===== src/hw/rtl/midpoint_ellipse_raster_assert.svh =====
// Assertion macros for the ellipse rasterizer; they expect clk and arst_n in scope.
`ifndef MIDPOINT_ELLIPSE_RASTER_ASSERT_SVH
`define MIDPOINT_ELLIPSE_RASTER_ASSERT_SVH
`ifndef NO_ASSERTIONS
`define MER_ASSERT_IMP(lbl, ante, cons) \
	lbl: assert property (@(posedge clk) disable iff (!arst_n) (ante) |-> (cons)) \
		else $error("ellipse raster check failed");
`define MER_ASSERT_NXT(lbl, ante, cons) \
	lbl: assert property (@(posedge clk) disable iff (!arst_n) (ante) |=> (cons)) \
		else $error("ellipse raster check failed");
`else
`define MER_ASSERT_IMP(lbl, ante, cons)
`define MER_ASSERT_NXT(lbl, ante, cons)
`endif
`endif


===== src/hw/rtl/mer_pkg.sv =====
// Shared types and constants of the midpoint ellipse rasterizer.
package mer_pkg;

	localparam int CENTER_W = 10;
	localparam int RADIUS_W = 9;
	localparam int OUT_W    = 12;

	localparam logic ACT_START = 1'b0;
	localparam logic ACT_STEP  = 1'b1;

	typedef struct packed {
		logic                action;
		logic [CENTER_W-1:0] center_x;
		logic [CENTER_W-1:0] center_y;
		logic [RADIUS_W-1:0] radius_x;
		logic [RADIUS_W-1:0] radius_y;
	} in_item_t;

	typedef struct packed {
		logic signed [OUT_W-1:0] right_x;
		logic signed [OUT_W-1:0] left_x;
		logic signed [OUT_W-1:0] lower_y;
		logic signed [OUT_W-1:0] upper_y;
		logic                    last;
	} out_item_t;

	typedef enum logic [1:0] {
		PH_IDLE,
		PH_R1,
		PH_R2
	} ell_phase_t;

	typedef enum logic [3:0] {
		ST_WAIT,
		ST_SQX,
		ST_SQY,
		ST_RXRY,
		ST_SEED1,
		ST_TRUNC,
		ST_STEP,
		ST_TXSQ,
		ST_TYSQ,
		ST_PA,
		ST_PB,
		ST_PC,
		ST_PD,
		ST_EMIT
	} seq_state_t;

	typedef struct packed {
		logic       item_valid;
		logic       item_action;
		ell_phase_t phase;
		logic       r1_more;
		logic       out_free;
	} seq_stat_t;

	typedef struct packed {
		seq_state_t st;
		logic       ready;
		logic       take_start;
		logic       load_out;
		logic       r1_upd;
		logic       r2_upd;
	} seq_ctl_t;

endpackage


===== src/hw/rtl/mer_mul.sv =====
// Shared unsigned multiplier with a registered product.
module mer_mul #(
	parameter int A_W = 18,
	parameter int B_W = 24
) (
	input  logic             clk,
	input  logic [A_W-1:0]   op_a,
	input  logic [B_W-1:0]   op_b,
	output logic [A_W+B_W-1:0] prod_q
);

	always_ff @(posedge clk) begin
		prod_q <= op_a * op_b;
	end

endmodule


===== src/hw/rtl/mer_seq.sv =====
// Sequencer that schedules setup, stepping and region switch over the shared multiplier.
module mer_seq import mer_pkg::*; (
	input  logic      clk,
	input  logic      arst_n,
	input  seq_stat_t stat,
	output seq_ctl_t  ctl
);

	seq_state_t state_q;
	seq_state_t state_d;

	always_ff @(posedge clk or negedge arst_n) begin
		if (!arst_n) begin
			state_q <= ST_WAIT;
		end else begin
			state_q <= state_d;
		end
	end

	always_comb begin
		state_d = state_q;
		unique case (state_q)
			ST_WAIT: begin
				if (stat.item_valid) begin
					if (stat.item_action == ACT_START) begin
						state_d = ST_SQX;
					end else if (stat.phase != PH_IDLE) begin
						state_d = ST_STEP;
					end
				end
			end
			ST_SQX:   state_d = ST_SQY;
			ST_SQY:   state_d = ST_RXRY;
			ST_RXRY:  state_d = ST_SEED1;
			ST_SEED1: state_d = ST_TRUNC;
			// seed 2 already moved the phase to region 2; its step still follows
			ST_TRUNC: state_d = (stat.phase == PH_R2) ? ST_STEP : ST_EMIT;
			ST_STEP: begin
				if (stat.phase == PH_R1 && !stat.r1_more) begin
					state_d = ST_TXSQ;
				end else begin
					state_d = ST_EMIT;
				end
			end
			ST_TXSQ:  state_d = ST_TYSQ;
			ST_TYSQ:  state_d = ST_PA;
			ST_PA:    state_d = ST_PB;
			ST_PB:    state_d = ST_PC;
			ST_PC:    state_d = ST_PD;
			ST_PD:    state_d = ST_TRUNC;
			ST_EMIT: begin
				if (stat.out_free) begin
					state_d = ST_WAIT;
				end
			end
			default:  state_d = ST_WAIT;
		endcase
	end

	always_comb begin
		ctl.st         = state_q;
		ctl.ready      = (state_q == ST_WAIT);
		ctl.take_start = (state_q == ST_WAIT) && stat.item_valid &&
		                 (stat.item_action == ACT_START);
		ctl.load_out   = (state_q == ST_EMIT) && stat.out_free;
		ctl.r1_upd     = (state_q == ST_STEP) && (stat.phase == PH_R1) && stat.r1_more;
		ctl.r2_upd     = (state_q == ST_STEP) && (stat.phase == PH_R2);
	end

endmodule


===== src/hw/rtl/midpoint_ellipse_raster.sv =====
// Top level of the midpoint ellipse rasterizer: datapath, output register, checks.
//
// Input channel item_valid/item_ready/item carries one command: action start loads
// center and radii and produces the first point; action step produces the next
// point. A step while no ellipse is active is taken and produces nothing.
// Output channel point_valid/point_ready/point carries one point per command:
// both mirrored x and both mirrored y coordinates, last set on the point with y
// offset zero, after which the block is idle until the next start.
// Steps, from a transfer on the input to the point loaded in the output register:
//   start: three squares/products through the one shared multiplier, then seed
//          and rounding.
//   step inside a region: one add/compare step, then output load.
//   step at the region 1 to 2 switch: five products for the seed.
// item_ready rises in the cycle after each point is loaded; the sequencer takes
// one item at a time.
// The output register decouples the sides: the next item is accepted while a
// point waits; a stalled receiver only holds the block in its output load.
// Reset clears the sequencer, the ellipse phase and point_valid.
`include "midpoint_ellipse_raster_assert.svh"

module midpoint_ellipse_raster import mer_pkg::*; #(
	parameter int COORD_BITS  = 10,
	parameter int RADIUS_BITS = 9
) (
	input  logic      clk,
	input  logic      arst_n,
	input  logic      item_valid,
	output logic      item_ready,
	input  in_item_t  item,
	output logic      point_valid,
	input  logic      point_ready,
	output out_item_t point
);

	localparam int CB = (COORD_BITS < CENTER_W) ? COORD_BITS : CENTER_W;
	localparam int RB = (RADIUS_BITS < RADIUS_W) ? RADIUS_BITS : RADIUS_W;
	localparam int XW = RB + 2;
	localparam int SW = 3 * RB + 3;
	localparam int MA = 2 * RB;
	localparam int MB = 2 * RB + 6;
	localparam int PW = MA + MB;
	localparam int AW = PW + 2;

	seq_ctl_t  ctl;
	seq_stat_t stat;

	logic [CB-1:0]        ctr_x_q;
	logic [CB-1:0]        ctr_y_q;
	logic [RB-1:0]        rx_q;
	logic [RB-1:0]        ry_q;
	logic [MA-1:0]        rx2_q;
	logic [MA-1:0]        ry2_q;
	logic [XW-1:0]        off_x_q;
	logic [RB-1:0]        off_y_q;
	logic [SW-1:0]        slope_x_q;
	logic [SW-1:0]        slope_y_q;
	logic signed [AW-1:0] dec_q;
	logic signed [AW-1:0] acc_q;
	logic [MB-1:0]        tmp_q;
	ell_phase_t           phase_q;
	logic                 point_valid_q;
	out_item_t            point_q;

	logic [MA-1:0]        mul_a;
	logic [MB-1:0]        mul_b;
	logic [PW-1:0]        prod_q;

	logic [RB+2:0]        tx;
	logic [RB-1:0]        ty;
	logic [SW-1:0]        two_rx2;
	logic [SW-1:0]        two_ry2;
	logic [SW-1:0]        sx_inc;
	logic [SW-1:0]        sy_dec;
	logic [AW-1:0]        rx2_a;
	logic [AW-1:0]        ry2_a;
	logic [AW-1:0]        sx_a;
	logic [AW-1:0]        sy_a;
	logic [AW-1:0]        prod_a;
	logic [AW-1:0]        prod_a4;
	logic [AW-1:0]        two_a;
	logic signed [AW-1:0] tq;
	logic                 dec_neg;
	logic                 dec_pos;
	logic [OUT_W-1:0]     cx_o;
	logic [OUT_W-1:0]     cy_o;
	logic [OUT_W-1:0]     ox_o;
	logic [OUT_W-1:0]     oy_o;

	mer_seq u_seq (
		.clk    (clk),
		.arst_n (arst_n),
		.stat   (stat),
		.ctl    (ctl)
	);

	mer_mul #(
		.A_W (MA),
		.B_W (MB)
	) u_mul (
		.clk    (clk),
		.op_a   (mul_a),
		.op_b   (mul_b),
		.prod_q (prod_q)
	);

	assign stat.item_valid  = item_valid;
	assign stat.item_action = item.action;
	assign stat.phase       = phase_q;
	assign stat.r1_more     = (slope_x_q < slope_y_q);
	assign stat.out_free    = !point_valid_q || point_ready;

	assign item_ready  = ctl.ready;
	assign point_valid = point_valid_q;
	assign point       = point_q;

	// region-switch seed terms: (2x+1) and (y-1)
	assign tx = {off_x_q, 1'b1};
	assign ty = off_y_q - {{(RB-1){1'b0}}, 1'b1};

	assign two_rx2 = {{(SW-MA-1){1'b0}}, rx2_q, 1'b0};
	assign two_ry2 = {{(SW-MA-1){1'b0}}, ry2_q, 1'b0};
	assign sx_inc  = slope_x_q + two_ry2;
	assign sy_dec  = slope_y_q - two_rx2;

	assign rx2_a   = {{(AW-MA){1'b0}}, rx2_q};
	assign ry2_a   = {{(AW-MA){1'b0}}, ry2_q};
	assign sx_a    = {{(AW-SW){1'b0}}, sx_inc};
	assign sy_a    = {{(AW-SW){1'b0}}, sy_dec};
	assign prod_a  = {2'b00, prod_q};
	assign prod_a4 = {prod_q, 2'b00};
	assign two_a   = {{(AW-2){1'b0}}, 2'b10};

	// quarter units truncated toward zero
	assign tq = acc_q + {{(AW-2){1'b0}}, acc_q[AW-1], acc_q[AW-1]};

	assign dec_neg = dec_q[AW-1];
	assign dec_pos = !dec_q[AW-1] && (|dec_q);

	always_comb begin
		mul_a = '0;
		mul_b = '0;
		unique case (ctl.st)
			ST_SQX: begin
				mul_a = {{(MA-RB){1'b0}}, rx_q};
				mul_b = {{(MB-RB){1'b0}}, rx_q};
			end
			ST_SQY: begin
				mul_a = {{(MA-RB){1'b0}}, ry_q};
				mul_b = {{(MB-RB){1'b0}}, ry_q};
			end
			ST_RXRY: begin
				mul_a = rx2_q;
				mul_b = {{(MB-RB){1'b0}}, ry_q};
			end
			ST_TXSQ: begin
				mul_a = {{(MA-RB-3){1'b0}}, tx};
				mul_b = {{(MB-RB-3){1'b0}}, tx};
			end
			ST_TYSQ: begin
				mul_a = {{(MA-RB){1'b0}}, ty};
				mul_b = {{(MB-RB){1'b0}}, ty};
			end
			ST_PA: begin
				mul_a = ry2_q;
				mul_b = tmp_q;
			end
			ST_PB: begin
				mul_a = rx2_q;
				mul_b = tmp_q;
			end
			ST_PC: begin
				mul_a = rx2_q;
				mul_b = {{(MB-MA){1'b0}}, ry2_q};
			end
			default: begin
				mul_a = '0;
				mul_b = '0;
			end
		endcase
	end

	always_ff @(posedge clk) begin
		unique case (ctl.st)
			ST_WAIT: begin
				if (ctl.take_start) begin
					ctr_x_q   <= item.center_x[CB-1:0];
					ctr_y_q   <= item.center_y[CB-1:0];
					rx_q      <= item.radius_x[RB-1:0];
					ry_q      <= item.radius_y[RB-1:0];
					off_x_q   <= '0;
					off_y_q   <= item.radius_y[RB-1:0];
					slope_x_q <= '0;
				end
			end
			ST_SQY:   rx2_q <= prod_q[MA-1:0];
			ST_RXRY:  ry2_q <= prod_q[MA-1:0];
			ST_SEED1: begin
				slope_y_q <= {prod_q[SW-2:0], 1'b0};
				acc_q     <= {ry2_a[AW-3:0], 2'b00} + rx2_a + two_a - prod_a4;
			end
			ST_TRUNC: dec_q <= tq >>> 2;
			ST_STEP: begin
				if (ctl.r1_upd) begin
					off_x_q   <= off_x_q + {{(XW-1){1'b0}}, 1'b1};
					slope_x_q <= sx_inc;
					if (dec_neg) begin
						dec_q <= dec_q + ry2_a + sx_a;
					end else begin
						off_y_q   <= off_y_q - {{(RB-1){1'b0}}, 1'b1};
						slope_y_q <= sy_dec;
						dec_q     <= dec_q + ry2_a + sx_a - sy_a;
					end
				end else if (ctl.r2_upd) begin
					off_y_q   <= off_y_q - {{(RB-1){1'b0}}, 1'b1};
					slope_y_q <= sy_dec;
					if (dec_pos) begin
						dec_q <= dec_q + rx2_a - sy_a;
					end else begin
						off_x_q   <= off_x_q + {{(XW-1){1'b0}}, 1'b1};
						slope_x_q <= sx_inc;
						dec_q     <= dec_q + rx2_a - sy_a + sx_a;
					end
				end
			end
			ST_TYSQ:  tmp_q <= prod_q[MB-1:0];
			ST_PA:    tmp_q <= prod_q[MB-1:0];
			ST_PB:    acc_q <= prod_a + two_a;
			ST_PC:    acc_q <= acc_q + prod_a4;
			ST_PD:    acc_q <= acc_q - prod_a4;
			default: begin
			end
		endcase
	end

	always_ff @(posedge clk or negedge arst_n) begin
		if (!arst_n) begin
			phase_q <= PH_IDLE;
		end else if (ctl.take_start) begin
			phase_q <= PH_R1;
		end else if (ctl.st == ST_TXSQ) begin
			phase_q <= PH_R2;
		end else if (ctl.load_out && off_y_q == '0) begin
			phase_q <= PH_IDLE;
		end
	end

	assign cx_o = {{(OUT_W-CB){1'b0}}, ctr_x_q};
	assign cy_o = {{(OUT_W-CB){1'b0}}, ctr_y_q};
	assign ox_o = {{(OUT_W-XW){1'b0}}, off_x_q};
	assign oy_o = {{(OUT_W-RB){1'b0}}, off_y_q};

	always_ff @(posedge clk) begin
		if (ctl.load_out) begin
			point_q.right_x <= cx_o + ox_o;
			point_q.left_x  <= cx_o - ox_o;
			point_q.lower_y <= cy_o + oy_o;
			point_q.upper_y <= cy_o - oy_o;
			point_q.last    <= (off_y_q == '0);
		end
	end

	always_ff @(posedge clk or negedge arst_n) begin
		if (!arst_n) begin
			point_valid_q <= 1'b0;
		end else if (ctl.load_out) begin
			point_valid_q <= 1'b1;
		end else if (point_ready) begin
			point_valid_q <= 1'b0;
		end
	end

	`MER_ASSERT_IMP(a_no_overrun, ctl.load_out, !point_valid_q || point_ready)
	`MER_ASSERT_NXT(a_last_idles, ctl.load_out && off_y_q == '0, phase_q == PH_IDLE)
	`MER_ASSERT_IMP(a_r2_y_live, ctl.r2_upd, off_y_q != '0)
	`MER_ASSERT_IMP(a_step_active, ctl.st == ST_STEP, phase_q != PH_IDLE)

endmodule

===== config.mk =====
export PLATFORM = sky130hd
export DESIGN_NAME = midpoint_ellipse_raster
export DESIGN_NICKNAME = d
export VERILOG_FILES = /design/src/hw/rtl/mer_pkg.sv /design/src/hw/rtl/mer_mul.sv /design/src/hw/rtl/mer_seq.sv /design/src/hw/rtl/midpoint_ellipse_raster.sv
export VERILOG_INCLUDE_DIRS = /design/src /design/src/hw/rtl
export SDC_FILE = /design/constraint.sdc
export NUM_CORES = 2
export LEC_CHECK = 0
export BUFFER_PORTS_ARGS = -buffer_cell sky130_fd_sc_hd__buf_2
export CAP_MARGIN = 20
export CORE_ASPECT_RATIO = 0.7
export CORE_MARGIN = 5
export CORE_UTILIZATION = 45
export CTS_CLUSTER_SIZE = 12
export DETAILED_ROUTE_END_ITERATION = 8
export PLACE_DENSITY = 0.59
export SLEW_MARGIN = 20
export SYNTH_ARGS = -nofsm -noshare
export SYNTH_HDL_FRONTEND = slang
export SYNTH_SLANG_ARGS = --single-unit

===== constraint.sdc =====
create_clock -name clk -period 11.5 [get_ports clk]
set_clock_uncertainty 0.1 [all_clocks]
set_input_delay 1.15 -clock clk [delete_from_list [all_inputs] [get_ports clk]]
set_output_delay 1.15 -clock clk [all_outputs]
set_load 0.005 [all_outputs]

* Yosys cells after proc, flatten, opt, wreduce, memory -nomap -nowiden
Cells that the tools add are included.
Operators by class: bitwise logic cells 1, equal/unequal tests 22, reduce and logical (&&, ||, !) cells 34, add/subtract/negate cells 21, divide/modulo/power cells 0, mux-type cells 39, $mul 1, shift operators 0, order comparisons 1
Operator list (count):
- 30-bit two-way mux | 7
- 44-bit two-way mux | 4
- 44-bit one-hot mux with 4 select lines | 1
- 24-bit one-hot mux with 6 select lines | 1
- 30-bit one-hot mux with 2 select lines | 2
- 18-bit one-hot mux with 6 select lines | 1
- 44-bit by 18-bit adder with 44-bit output | 2
- 44-bit by 30-bit adder with 44-bit output | 2
- 44-bit one-hot mux with 2 select lines | 1
- 44-bit by 30-bit subtractor with 44-bit output | 2
- 4-bit one-hot mux with 13 select lines | 1
- 44-bit by 2-bit adder with 44-bit output | 1
- 44-bit adder | 1
- 11-bit two-way mux | 4
- 44-bit OR reduction | 1
- 22-bit by 44-bit subtractor with 44-bit output | 1
- 44-bit subtractor | 1
- 42-bit by 2-bit adder with 43-bit output (second input constant) | 1
- 18-bit by 24-bit multiplier with 42-bit output | 1
- 9-bit two-way mux | 4
- 30-bit by 19-bit adder with 30-bit output | 1
- 30-bit less-than comparator | 1
- 30-bit by 19-bit subtractor with 30-bit output | 1
- 4-bit equality test (second input constant) | 6
- other kinds (36) | 71
Storage, ports and cells: register bits 364, memories 0, memory bits (writable) 0, ROM bits 0, output and inout port bits 51, bits of input ports 43, logic and storage cells 141, latch bits 0

* Depth between registers and ports, before layout
depth after elaboration 7, mapped depth 40, mapped depth without buffers 38

* Hierarchy
A second synthesis with hierarchy kept.
Unflattened totals: cells, all modules 5530, area total of the unflattened synthesis 48096.1 um^2
Modules (own cells, without submodules):
- midpoint_ellipse_raster | cells each 3746, area an instance 32635.0 um^2, sequential area each 9354.0 um^2, instances 1
- mer_mul | cells each 1732, area an instance 15058.2 um^2, sequential area each 840.8 um^2, instances 1
- mer_seq | cells each 52, area an instance 402.9 um^2, sequential area each 100.1 um^2, instances 1

* Worst setup path before layout
Ideal clock, no wire load.
path type register to register, start point register u_seq.state_q[2], end point register u_mul.prod_q[40], period minus slack after synthesis 8.500 ns, path slack 3.000 ns, arrival time 8.275 ns, buffers on the path 5, library setup time 0.125 ns, stages on the path, launching flop included 35, data required time 11.275 ns, path through dfrtp_1 clkbuf_1 nand2b_1 clkbuf_1 nor2_1 clkbuf_1 clkbuf_1 a22oi_1 nand2_1 clkbuf_1 nand2_1 fa_1 inv_1 fa_1 inv_1 fa_1 inv_1 fa_1 fa_1 inv_1 fa_1 inv_1 ha_1 a21o_1 a21o_1 a2111oi_0 nor3_1 or3b_2 a211o_1 a21oi_1 o21ai_0 and4_1 nor2_1 a31oi_1 xor2_1
Between the ends: word-level cells in the longest chain between the ends 4, elaborated cells between the ends (all ways) 14, classes of those cells 1 x mul; 8 x eq/ne; 2 x mux; 3 x reduce/logical
RTL lines:
- start, declared | RTL line mer_seq.sv:9 | seq_state_t state_q;
- start signal, assigned | RTL line mer_seq.sv:16 | state_q <= state_d;
- 4-bit by 2-bit equality test with 1-bit output / 4-bit equality test (equally long branches) | RTL line midpoint_ellipse_raster.sv:142 | unique case (ctl.st)
- 3-bit OR reduction (no line) / 2-bit OR reduction (equally long branches)
- 18-bit one-hot mux with 6 select lines / 24-bit one-hot mux with 6 select lines (equally long branches) | RTL line midpoint_ellipse_raster.sv:142
- 18-bit by 24-bit multiplier with 42-bit output * | RTL line mer_mul.sv:13 | prod_q <= op_a * op_b;
- end signal, assigned | RTL line mer_mul.sv:13
- end, declared | RTL line mer_mul.sv:9 | output logic [A_W+B_W-1:0] prod_q
Every way passes the cells marked *; elsewhere a longest branch is shown, timed or not. A chain may end at the register's enable or synchronous reset.

* Worst setup path after layout
Same ends and word-level chain as after synthesis.

==> run metrics <==
most common cell after layout, fill and taps aside inv_1; detailed placer's ending HPWL about 130 mm; synthesis-stage register bit count 358; syn_area_per_cell approximately 9 um^2; Final #Nets 6250; RD Place Congestion approximately 0.97; Die X around 390 um; DRC viols 0; Final setup viols 0; Setup Slack @ Placement 1437 ps; number of fill cells about 10k; met1 wire length between 70 and 80 mm; Worst-Margin Slew 1132 ps; post-route minimum period between 10000 and 15000 ps; CP dominant cell by count fa_1; worst hold margin 274.9 ps; Setup crit end kind register; setup TNS 0 ps; final hold violation count 0; clock slew at the register clock pins of the worst setup and hold paths about 60 ps; overall routed net length approximately 160 mm; CP startpoint kind register; Crit path arrival time between 10000 and 15000 ps; Rel. slew slack 0.2435; first-pass GRT wire length roughly 240 mm; Avg WL per Cell 23.47 um; CP max stage cell and2_1; Max Cap Violations 0; Distinct cells, synth slightly above 90; GRT Total Usage 0.2797; grt ovf 0; achievable clock frequency just under 100 MHz; Req. time, crit path around 12000 ps; RSZ-0062 raised after global routing no; drt pass-1 iters 9; area of the multi-input gates 0.03300 mm^2; placed cell count approximately 6.6k; core area 0.1024 mm^2; # rows slightly below 100; largest net degree at the start of global routing 64; CTS tree yes; sequential area share after synthesis 0.2211; critical path class reg -> reg; I/O pins 94; fraction of layout cells with a size suffix above 1 0.05586; Hold WC Path Type in -> async; Resized cells post-CTS 0; Top Layer Used met5; register area 0.01029 mm^2; Vias/cell just under 6; status complete, no violations; CTS Root Cell clkbuf_16; Met2 Wirelength ~64 mm; Synth Flop Type edfxtp_1; Syn. warnings 0; H-Tree Level Count 2; Post-CTS Setup Bufs 0; number of buffers created by CTS 44; metal3 WL approximately 15 mm; CP max FO 24; Max clock buf depth 3; die area between 0.1 and 0.15 mm^2; Post-Synthesis Cell Area around 0.047 mm^2; Final Slew Violations 0; post-route antenna net violation count 0; ys async rst share 0.01955; Layout area overhead 7.728%; IO Port Bufs 92; initial antenna violation count 3; Finished Layout Cells 6726; vias in the first global route around 38k; # hold bufs at CTS 0; most frequent cells in the layout inv_1, nand2_1, nor2_1; Initial Utilization 0.4548; clock net sink count ~360; Post-synth EDFFs between 300 and 400; Clk Latency, worst-skew pair ~630 ps; largest stage delay on the critical path 950 ps; r2r worst-path depth 28; setup ws final 1224 ps; final cycle utilization of the critical path 0.8935; Syn Nets 6242; detailed router's first-iteration violation count about 4.4k; vias just under 40k; Syn Inst Count about 5.3k; Die Ht between 200 and 300 um
metal layers:
| metal | global-route usage | vias to the layer above |
|---|---|---|
| met5 | 0 | - |
| met4 | 0.06417 | 4 |
| met3 | 0.05813 | 211 |
| met2 | 0.4064 | 1767 |
| met1 | 0.4258 | 19300 |
| li1 | - | 18170 |
synth_stat cells, types with 15 or more instances:
cell type	number	area share
a211oi_1	38	0.0061
a21o_1	110	0.018
a21oi_1	308	0.033
a222oi_1	26	0.0056
a22oi_1	42	0.0068
a31oi_1	23	0.0031
and2_1	71	0.0095
and3_1	53	0.0071
and4_1	19	0.0036
buf_1	17	0.0014
clkbuf_1	186	0.015
dfxtp_1	42	0.018
edfxtp_1	309	0.20
fa_1	412	0.18
ha_1	460	0.12
inv_1	693	0.056
nand2_1	518	0.042
nand2b_1	73	0.0098
nand3_1	102	0.011
nand4_1	53	0.0071
nor2_1	474	0.038
nor2b_1	51	0.0069
nor3_1	85	0.0091
nor4_1	20	0.0027
o211ai_1	41	0.0066
o21a_1	39	0.0063
o21ai_0	258	0.028
o21bai_1	37	0.0060
o221ai_1	29	0.0055
o22ai_1	15	0.0020
o31ai_1	22	0.0035
or3_1	30	0.0040
xnor2_1	291	0.055
xor2_1	168	0.032
per-stage QoR:
stage          area [um^2]    util
3_3_place_gp         48620  0.4749
4_1_cts              50140  0.4897
6_report             50160  0.4900
5_1_grt              50150  0.4898
2_1_floorplan        46570       -
3_5_place_dp         48620  0.4749
sequential cells by signal, indices dropped and copies added, names as in the netlist, 4 cells and up:
signal	cells
point	45
acc_q	44
dec_q	44
u_mul.prod_q	42
slope_x_q	29
slope_y_q	29
tmp_q	24
rx2_q	18
ry2_q	18
off_x_q	11
ctr_x_q	10
ctr_y_q	10
off_y_q	9
rx_q	9
ry_q	9
u_seq.state_q	4
critical path, delay by kind of cell (launching register included):
family / cells / cell delay, ps
and+or+nand+nor: 8 / 2960
DFF: 1 / 700
adders and majority gates: 7 / 3340
buffers and inverters: 4 / 190
xor gates and xnor gates: 1 / 160
AOI/OAI and AO/OA: 8 / 2650
final cells by class:
| class | count | area share |
|---|---|---|
| antenna | 5 | 0.0002494 |
| tap | 1350 | 0.03367 |
| clock buffer | 66 | 0.02586 |
| inverter | 694 | 0.05193 |
| clock inverter | 16 | 0.004465 |
| multi-input combinational | 4067 | 0.6577 |
| sequential | 358 | 0.2052 |
| timing repair buffer | 170 | 0.02085 |
kinds of logic (layout without fill, tap and decap cells):
group | after synthesis | after routing | synth area share
AO/OA/AOI/OAI | 1123 | 1123 | 0.1567
flip-flops | 358 | 358 | 0.2211
AND/OR/NAND/NOR | 1603 | 1603 | 0.1601
XOR/XNOR | 459 | 459 | 0.08633
other | 1 | 6 | 0.00008053
multiplexers | 9 | 9 | 0.001962
adder cells (fa/ha/maj) | 872 | 872 | 0.3007
buffers and inverters | 902 | 946 | 0.07306
path summary, 6_finish.rpt:
check / to / from / slack [ps]
min in group clk: tmp_q[0] / u_mul.prod_q[0] / 530
worst min-delay path: phase_q[0] / arst_n / 270
worst max-delay path: u_mul.prod_q[40] / u_seq.state_q[2] / 1220
worst max register to register: u_mul.prod_q[40] / u_seq.state_q[2] / 1220
worst min register to register: tmp_q[0] / u_mul.prod_q[0] / 530
max in group asynchronous: u_seq.state_q[3] / arst_n / 10820
Power is left out: the tool's default activity adds up to more than one toggle a clock period on the data nets, which glitch-free logic cannot reach.
